**config.mk**
```make
export PLATFORM = sky130hd
export DESIGN_NAME = srrip_replacement_policy_flat
export DESIGN_NICKNAME = d
export VERILOG_FILES = /design/src/hdl/srrip_pkg.sv /design/src/hdl/srrip_req_if.sv /design/src/hdl/srrip_rsp_if.sv /design/src/hdl/srrip_row_mem.sv /design/src/hdl/srrip_row_update.sv /design/src/hdl/srrip_replacement_policy.sv /design/src/flat_wrapper.sv
export SDC_FILE = /design/constraint.sdc
export NUM_CORES = 1
export LEC_CHECK = 0
export BUFFER_PORTS_ARGS = -buffer_cell sky130_fd_sc_hd__buf_2
export CAP_MARGIN = 20
export CORE_MARGIN = 1.5
export CORE_UTILIZATION = 50
export CTS_CLUSTER_DIAMETER = 200
export DETAILED_ROUTE_END_ITERATION = 10
export GPL_TIMING_DRIVEN = 0
export MAX_ROUTING_LAYER = met4
export PLACE_DENSITY = 0.68
export SLEW_MARGIN = 5
export SYNTH_ARGS = -nofsm -noshare
export SYNTH_HDL_FRONTEND = slang
export SYNTH_SLANG_ARGS = --single-unit
```
**constraint.sdc**
```tcl
create_clock -name clk -period 9.3 [get_ports clk]
set_input_delay 0.93 -clock clk [delete_from_list [all_inputs] [get_ports clk]]
set_output_delay 0.93 -clock clk [all_outputs]
set_load 0.05 [all_outputs]
```
**src/hdl/srrip_pkg.sv**
```systemverilog
// ----------------------------------------------------------------------------
// srrip_pkg
// shared sizes, command codes and row types of the static rrip replacement
// ----------------------------------------------------------------------------
package srrip_pkg;

	// geometry of the tracked cache
	localparam int NUM_SETS = 64;
	localparam int NUM_WAYS = 8;

	// transaction field widths
	localparam int CMD_W     = 2;
	localparam int SET_IDX_W = 6;
	localparam int WAY_IDX_W = 3;

	// internal address widths
	localparam int SET_AW = (NUM_SETS > 1) ? $clog2(NUM_SETS) : 1;
	localparam int WAY_AW = (NUM_WAYS > 1) ? $clog2(NUM_WAYS) : 1;

	// prediction values
	localparam logic [1:0] RRPV_NEAR    = 2'd0;
	localparam logic [1:0] RRPV_LONG    = 2'd2;
	localparam logic [1:0] RRPV_DISTANT = 2'd3;

	// command codes
	localparam logic [CMD_W-1:0] CMD_HIT    = 2'd0;
	localparam logic [CMD_W-1:0] CMD_INSERT = 2'd1;
	localparam logic [CMD_W-1:0] CMD_VICTIM = 2'd2;

	// one set row: a 2-bit value per way
	typedef logic [NUM_WAYS-1:0][1:0] rrpv_row_t;

	// row write port
	typedef struct packed {
		logic              en;
		logic [SET_AW-1:0] addr;
		rrpv_row_t         data;
	} row_wr_t;

	// update of one row
	typedef struct packed {
		logic                 wr_en;
		rrpv_row_t            row;
		logic [WAY_IDX_W-1:0] victim_way;
	} row_upd_t;

endpackage

```
**src/hdl/srrip_req_if.sv**
```systemverilog
// ----------------------------------------------------------------------------
// srrip_req_if
// command channel: hit, insert or victim request for one set
// ----------------------------------------------------------------------------
interface srrip_req_if import srrip_pkg::*; ();
	logic                 valid;
	logic                 ready;
	logic [CMD_W-1:0]     cmd;
	logic [SET_IDX_W-1:0] set_index;
	logic [WAY_IDX_W-1:0] way;

	modport source (output valid, output cmd, output set_index, output way, input ready);
	modport sink (input valid, input cmd, input set_index, input way, output ready);
endinterface

```
**src/hdl/srrip_rsp_if.sv**
```systemverilog
// ----------------------------------------------------------------------------
// srrip_rsp_if
// result channel: chosen victim way
// ----------------------------------------------------------------------------
interface srrip_rsp_if import srrip_pkg::*; ();
	logic                 valid;
	logic                 ready;
	logic [WAY_IDX_W-1:0] victim_way;

	modport source (output valid, output victim_way, input ready);
	modport sink (input valid, input victim_way, output ready);
endinterface

```
**src/hdl/srrip_row_mem.sv**
```systemverilog
// ----------------------------------------------------------------------------
// srrip_row_mem
// set row memory, registered read, per-row valid bits for reset value
// ----------------------------------------------------------------------------
module srrip_row_mem import srrip_pkg::*; (
	input  logic              clk,
	input  logic              arst_n,
	input  logic              rd_en,
	input  logic [SET_AW-1:0] rd_addr,
	input  row_wr_t           wr,
	output rrpv_row_t         rd_row
);

	rrpv_row_t             mem [NUM_SETS];
	rrpv_row_t             rd_mem_q;
	logic                  rd_vld_q;
	logic [NUM_SETS-1:0]   row_vld_q;

	always_ff @(posedge clk) begin
		if (wr.en) begin
			mem[wr.addr] <= wr.data;
		end
		if (rd_en) begin
			rd_mem_q <= mem[rd_addr];
		end
	end

	always_ff @(posedge clk or negedge arst_n) begin
		if (!arst_n) begin
			row_vld_q <= '0;
			rd_vld_q  <= 1'b0;
		end else begin
			if (wr.en) begin
				row_vld_q[wr.addr] <= 1'b1;
			end
			if (rd_en) begin
				rd_vld_q <= row_vld_q[rd_addr];
			end
		end
	end

	// unwritten rows read as all distant
	assign rd_row = rd_vld_q ? rd_mem_q : {NUM_WAYS{RRPV_DISTANT}};

endmodule

```
**src/hdl/srrip_row_update.sv**
```systemverilog
// ----------------------------------------------------------------------------
// srrip_row_update
// modify step: promote, insert, or age a row and pick the victim way
// ----------------------------------------------------------------------------
module srrip_row_update import srrip_pkg::*; (
	input  logic [CMD_W-1:0]     cmd,
	input  logic                 set_ok,
	input  logic [WAY_IDX_W-1:0] way,
	input  rrpv_row_t            row,
	output row_upd_t             upd
);

	logic                 way_ok;
	logic [WAY_AW-1:0]    way_idx;
	logic                 top_hi;
	logic                 top_lo;
	logic [1:0]           age;
	logic [2:0]           sum;
	rrpv_row_t            aged;
	rrpv_row_t            marked;
	logic [WAY_IDX_W-1:0] vic;

	assign way_ok  = 32'(way) < NUM_WAYS;
	assign way_idx = WAY_AW'(way);

	// largest value of the row, bit by bit
	always_comb begin
		top_hi = 1'b0;
		top_lo = 1'b0;
		for (int w = 0; w < NUM_WAYS; w++) begin
			top_hi = top_hi | row[w][1];
		end
		for (int w = 0; w < NUM_WAYS; w++) begin
			top_lo = top_lo | (row[w][0] & (row[w][1] == top_hi));
		end
		age = RRPV_DISTANT - {top_hi, top_lo};
	end

	// saturating age and lowest way at distant
	always_comb begin
		aged = row;
		vic  = '0;
		sum  = '0;
		for (int w = 0; w < NUM_WAYS; w++) begin
			sum     = {1'b0, row[w]} + {1'b0, age};
			aged[w] = (sum > {1'b0, RRPV_DISTANT}) ? RRPV_DISTANT : sum[1:0];
		end
		for (int w = NUM_WAYS - 1; w >= 0; w--) begin
			if (aged[w] == RRPV_DISTANT) begin
				vic = WAY_IDX_W'(w);
			end
		end
	end

	always_comb begin
		marked = row;
		marked[way_idx] = (cmd == CMD_HIT) ? RRPV_NEAR : RRPV_LONG;
	end

	always_comb begin
		upd.wr_en      = 1'b0;
		upd.row        = row;
		upd.victim_way = '0;
		unique case (cmd)
			CMD_HIT, CMD_INSERT: begin
				upd.wr_en = set_ok & way_ok;
				upd.row   = marked;
			end
			CMD_VICTIM: begin
				upd.wr_en      = set_ok;
				upd.row        = aged;
				upd.victim_way = set_ok ? vic : '0;
			end
			default: begin
				upd.wr_en = 1'b0;
			end
		endcase
	end

endmodule

```
**src/hdl/srrip_replacement_policy.sv**
```systemverilog
// ----------------------------------------------------------------------------
// srrip_replacement_policy
// static rrip replacement state with 2-bit prediction values per way
// ----------------------------------------------------------------------------
// Keeps a 2-bit re-reference prediction value for each way of every set, all
// distant (3) after reset. A hit transaction sets the named way to 0, an insert
// sets it to 2, and a victim transaction ages the whole set until its largest
// value is 3, writes the set back and returns the lowest way now at 3. Only
// victim transactions produce a result. Each transaction first reads the set row
// from the synchronous row memory, then modifies it and writes it back; a new
// transaction is only taken once the last one has finished. No clearing pass
// follows reset; per-row valid bits stand in for the reset value.
// A pending result sits in an output register; a victim transaction waits in
// its write-back cycle only while that register is still full.
module srrip_replacement_policy import srrip_pkg::*; (
	input  logic        clk,
	input  logic        arst_n,
	srrip_req_if.sink   req,
	srrip_rsp_if.source rsp
);

	typedef enum logic [1:0] {
		S_IDLE = 2'b01,
		S_RMW  = 2'b10
	} state_t;

	state_t               state_q;
	logic [CMD_W-1:0]     cmd_q;
	logic [WAY_IDX_W-1:0] way_q;
	logic [SET_AW-1:0]    set_q;
	logic                 set_ok_q;
	logic                 rsp_valid_q;
	logic [WAY_IDX_W-1:0] victim_q;

	logic                 req_fire;
	logic                 set_ok_in;
	logic [SET_AW-1:0]    set_addr_in;
	logic                 out_blocked;
	logic                 finish;
	rrpv_row_t            rd_row;
	row_upd_t             upd;
	row_wr_t              wr;

	assign req.ready   = (state_q == S_IDLE);
	assign req_fire    = req.valid & req.ready;
	assign set_ok_in   = 32'(req.set_index) < NUM_SETS;
	assign set_addr_in = SET_AW'(req.set_index);

	// a victim result needs a free output register
	assign out_blocked = (cmd_q == CMD_VICTIM) & rsp_valid_q & ~rsp.ready;
	assign finish      = (state_q == S_RMW) & ~out_blocked;

	// row read issued at transaction acceptance
	srrip_row_mem u_mem (
		.clk     (clk),
		.arst_n  (arst_n),
		.rd_en   (req_fire),
		.rd_addr (set_addr_in),
		.wr      (wr),
		.rd_row  (rd_row)
	);

	srrip_row_update u_upd (
		.cmd    (cmd_q),
		.set_ok (set_ok_q),
		.way    (way_q),
		.row    (rd_row),
		.upd    (upd)
	);

	// write back in the modify cycle
	always_comb begin
		wr.en   = finish & upd.wr_en;
		wr.addr = set_q;
		wr.data = upd.row;
	end

	// captured transaction fields
	always_ff @(posedge clk) begin
		if (req_fire) begin
			cmd_q    <= req.cmd;
			way_q    <= req.way;
			set_q    <= set_addr_in;
			set_ok_q <= set_ok_in;
		end
		if (finish && cmd_q == CMD_VICTIM) begin
			victim_q <= upd.victim_way;
		end
	end

	// sequencer and output valid
	always_ff @(posedge clk or negedge arst_n) begin
		if (!arst_n) begin
			state_q     <= S_IDLE;
			rsp_valid_q <= 1'b0;
		end else begin
			unique case (state_q)
				S_IDLE: begin
					if (req_fire) begin
						state_q <= S_RMW;
					end
				end
				S_RMW: begin
					if (finish) begin
						state_q <= S_IDLE;
					end
				end
				default: begin
					state_q <= S_IDLE;
				end
			endcase
			if (finish && cmd_q == CMD_VICTIM) begin
				rsp_valid_q <= 1'b1;
			end else if (rsp.ready) begin
				rsp_valid_q <= 1'b0;
			end
		end
	end

	assign rsp.valid      = rsp_valid_q;
	assign rsp.victim_way = victim_q;

endmodule
```
**src/flat_wrapper.sv**
```systemverilog
// flat-port wrapper written by rule: the top's interface ports become plain ports
module srrip_replacement_policy_flat import srrip_pkg::*;
  (clk, arst_n, req_valid, req_cmd, req_set_index, req_way, req_ready, rsp_valid, rsp_victim_way, rsp_ready);
  srrip_req_if req_i ();
  srrip_rsp_if rsp_i ();
  input  logic clk;
  input  logic arst_n;
  input wire logic [$bits(req_i.valid)-1:0] req_valid;
  input wire logic [$bits(req_i.cmd)-1:0] req_cmd;
  input wire logic [$bits(req_i.set_index)-1:0] req_set_index;
  input wire logic [$bits(req_i.way)-1:0] req_way;
  output wire logic [$bits(req_i.ready)-1:0] req_ready;
  output wire logic [$bits(rsp_i.valid)-1:0] rsp_valid;
  output wire logic [$bits(rsp_i.victim_way)-1:0] rsp_victim_way;
  input wire logic [$bits(rsp_i.ready)-1:0] rsp_ready;
  assign req_i.valid = req_valid;
  assign req_i.cmd = req_cmd;
  assign req_i.set_index = req_set_index;
  assign req_i.way = req_way;
  assign req_ready = req_i.ready;
  assign rsp_valid = rsp_i.valid;
  assign rsp_victim_way = rsp_i.victim_way;
  assign rsp_i.ready = rsp_ready;
  srrip_replacement_policy u_core (.clk(clk), .arst_n(arst_n), .req(req_i), .rsp(rsp_i));
endmodule
```
==> impl_metrics.toml <==
[outcome]
outcome = "completed"

[global_route]
grt_max_degree = 66
track_usage_pct = 26.5
grt_pass1_vias = 22000
grt_antenna_before_repair = 8
grt_pass1_wl_um = 161000
grt_overflow_total = 0

[sta]
max_freq_mhz = 160
setup_tns_ps = 0
whs_ps = 52.8
setup_violations = 0
fin_crit_ps = 6230
clock_skew_ps = 43.5
fin_crit_sh_pct = 67.0
rsz0062_at_grt = "no"
hold_viol_final = 0
slew_violations = 0
maxSlewHeadroom_pct = 21.1
max_slew.worst_pin.slew_ps = 1180

[logic_synthesis]
synth-simple-area-share_pct = 3.42
syn-mean-instance-area_um2 = 21.1
syn_area_um2 = 43500
synth_top_family_by_area = "multiplexers"
postSynth.asyncResetShare_pct = 6.06
synth.distinct_cells = 51
synth-xor-area-share_pct = 0.0403
yosys_warnings = 0
synth_nets = 2098
syn_inst = 2062
yosysSeqAreaShare_pct = 76.7
synthMuxAreaShare_pct = 14.5
post_synth_fa_ha_maj_area_fraction_pct = 0.708
synth_top_area_cell = "edfxtp_1"
ys_ff_latch = 1122
yosysTopAreaCellShare_pct = 72.8
yosys-top-cells-area = "edfxtp_1 (73%), mux4_2 (14%), dfrtp_1 (3.9%)"
netlist_top_cells_count = "edfxtp_1 (1054), mux4_2 (272), nor2_1 (87)"
synthMostInstantiatedCell = "edfxtp_1"
synth-compound-area-share_pct = 3.23
synth-main-ff-cell = "edfxtp_1"
synth_edf_count = 1054

[detailed_routing]
wl_per_cell_um = 32.2
drcViolationCount = 0
vias = 22600
drtAntennaViolNets = 0
drt_wl_total_um = 113000
initialDrtViolationCount = 3143
first_pass_iters = 5
viasPerCell = 6.44

[final_layout]
area.growth.synth_to_final_pct = 15.6
fillerInstances = 6029
drive_above_1_share_pct = 30.7
multi_input_area_um2 = 9840
seqCellArea_um2 = 33400
fin_util_pct = 58.6
finalNonFillerCells = 3510
fin_nets = 2313

[placed_design]
gp_congestion = 0.985
port_buffers = 19
dpl.hpwl_um = 78400
dp.cells = 3310

[floorplan]
boundaryPins = 20
num_rows = 107
dieArea_um2 = 88700
core_um2 = 85700
start_util_pct = 50.7
die_h_um = 298
die_width_um = 298

[clock_tree]
clock_latency_ps = 700
ctsResizeCount = 0
htreeDepth = 3
clkTransAtPathRegs_ps = 60
post_cts_buffers = 0
numCtsBuffers = 108
ctsHoldBuffers = 0
cts_tree = "built"
cts_root_buffer = "clkbuf_16"
clk_path_buf_depth = 3
clock-sinks = 1122

[run]
drv_cap = 0

[power]
pwr-share-clk_pct = 40.5
pwr-share-comb_pct = 6.1
peakVddDrop_uv = 157
switching_share_pct = 21.7
power_frac_seq_pct = 53.4
intPower_w = 0.00825
p_switching_w = 0.00228
p_leak_nw = 15.9
power_density_nw_per_um2 = 209

[worst_setup_path]
reg2reg_depth = 14
rrSetupSlack_ps = 3070
cp.required_ps = 9490
cp-start-kind = "register"
cp_max_fo = 64
critical_path_class = "register to register"
rr_endpoint = "u_core.u_mem.mem[39][1]"
rr_startpoint = "u_core.u_mem.rd_vld_q"
crit_arrival_ps = 6420
endpoint_kind = "register"

[worst_hold_path]
min_path_type = "input port to asynchronous set/reset pin"
==> per-stage QoR <==
stage	worst slack [ps]	total power [W]	cell area [µm²]
5_1_grt	2610	0.0108	50200
4_1_cts	2940	0.0106	50200
3_5_place_dp	2950	0.00636	46800
3_3_place_gp	-3750	0.00632	45000
6_report	3070	0.0105	50300
2_1_floorplan	2100	0.00607	43500
==> layout make-up <==
class	instances	area share [%]
flip-flops and latches	1122	66.4
multi-input cells	807	19.6
clock buffers	141	5.81
repair buffers	105	3.16
well taps	1144	2.85
plain buffers	109	1.03
clock inverters	53	1.01
inverters	24	0.179
diodes	5	0.0249
==> metal layers <==
metal	GRT usage, %	vias to the layer above	part of all wire, %
met5	-	-	0
met4	9.25	0	3.7
met3	4.55	219	9.5
met2	39.3	1349	47
met1	37.6	12000	40
li1	-	9026	-
==> power groups by stage <==
stage          combinational [W]  sequential (W)  clock [W]
2_1_floorplan           0.000341         0.00573          0
3_3_place_gp            0.000566         0.00576          0
3_5_place_dp            0.000629         0.00573          0
4_1_cts                 0.000631         0.00562    0.00431
5_1_grt                 0.000667         0.00562    0.00450
6_report                0.000637         0.00562    0.00427
==> sequential cells by signal, summed over array words and instances, names as in the netlist <==
signal	flops
u_core.u_mem.rd_mem_q	16
u_core.rsp.victim_way	3
u_core.rsp.valid	1
u_core.u_mem.mem	1024
u_core.cmd_q	2
u_core.set_q	6
u_core.u_mem.row_vld_q	64
u_core.way_q	3
u_core.u_mem.rd_vld_q	1
u_core.state_q	2
==> placed cells by master, fill, tap and decap left out, drive strengths merged, types with 13 or more instances in the layout <==
cell type and count:
buf 155, o21ai 13, clkinv 40, nand2b 20
nand2 26, o22ai 64, clkbuf 200, mux4 272
dfrtp 67, or2 65, nor4 17, a22oi 68
ha 15, edfxtp 1054, inv 27, nor2 87
a21oi 48, nor2b 17
==> critical path, stage by stage, from the launching register on <==
cell	delay, ps
dfrtp_1	530
clkbuf_1	360
nor2b_1	330
nand4_1	600
inv_1	470
ha_1	290
a222oi_1	390
nand3_1	160
a21oi_1	800
ha_1	280
inv_1	60
fa_1	550
a21oi_1	70
a31oi_1	250
nand2_4	510
==> worst max-delay path by stage <==
stage / from / to / cells after the start
global placement: u_core.u_mem.rd_vld_q / u_core.u_mem.mem[14][10] / 12
CTS: u_core.u_mem.rd_vld_q / u_core.u_mem.mem[36][1] / 14
finish: u_core.u_mem.rd_vld_q / u_core.u_mem.mem[39][1] / 14
detailed placement: u_core.u_mem.rd_vld_q / u_core.u_mem.mem[13][1] / 14
floorplan: u_core.u_mem.rd_vld_q / u_core.u_mem.mem[0][2] / 12
global route: u_core.u_mem.rd_vld_q / u_core.u_mem.mem[53][1] / 14
==> logic make-up (layout without fill, tap and decap cells) <==
logic type,count (synthesis),in the layout
flip-flops,1122,1122
multiplexers,287,287
AND/OR/NAND/NOR,280,280
AO/OA/AOI/OAI,217,217
buffers and inverters,133,432
adder cells (fa/ha/maj),21,21
XOR/XNOR,2,2
other,0,5
No activity file was read; power rests on OpenSTA's default activity.
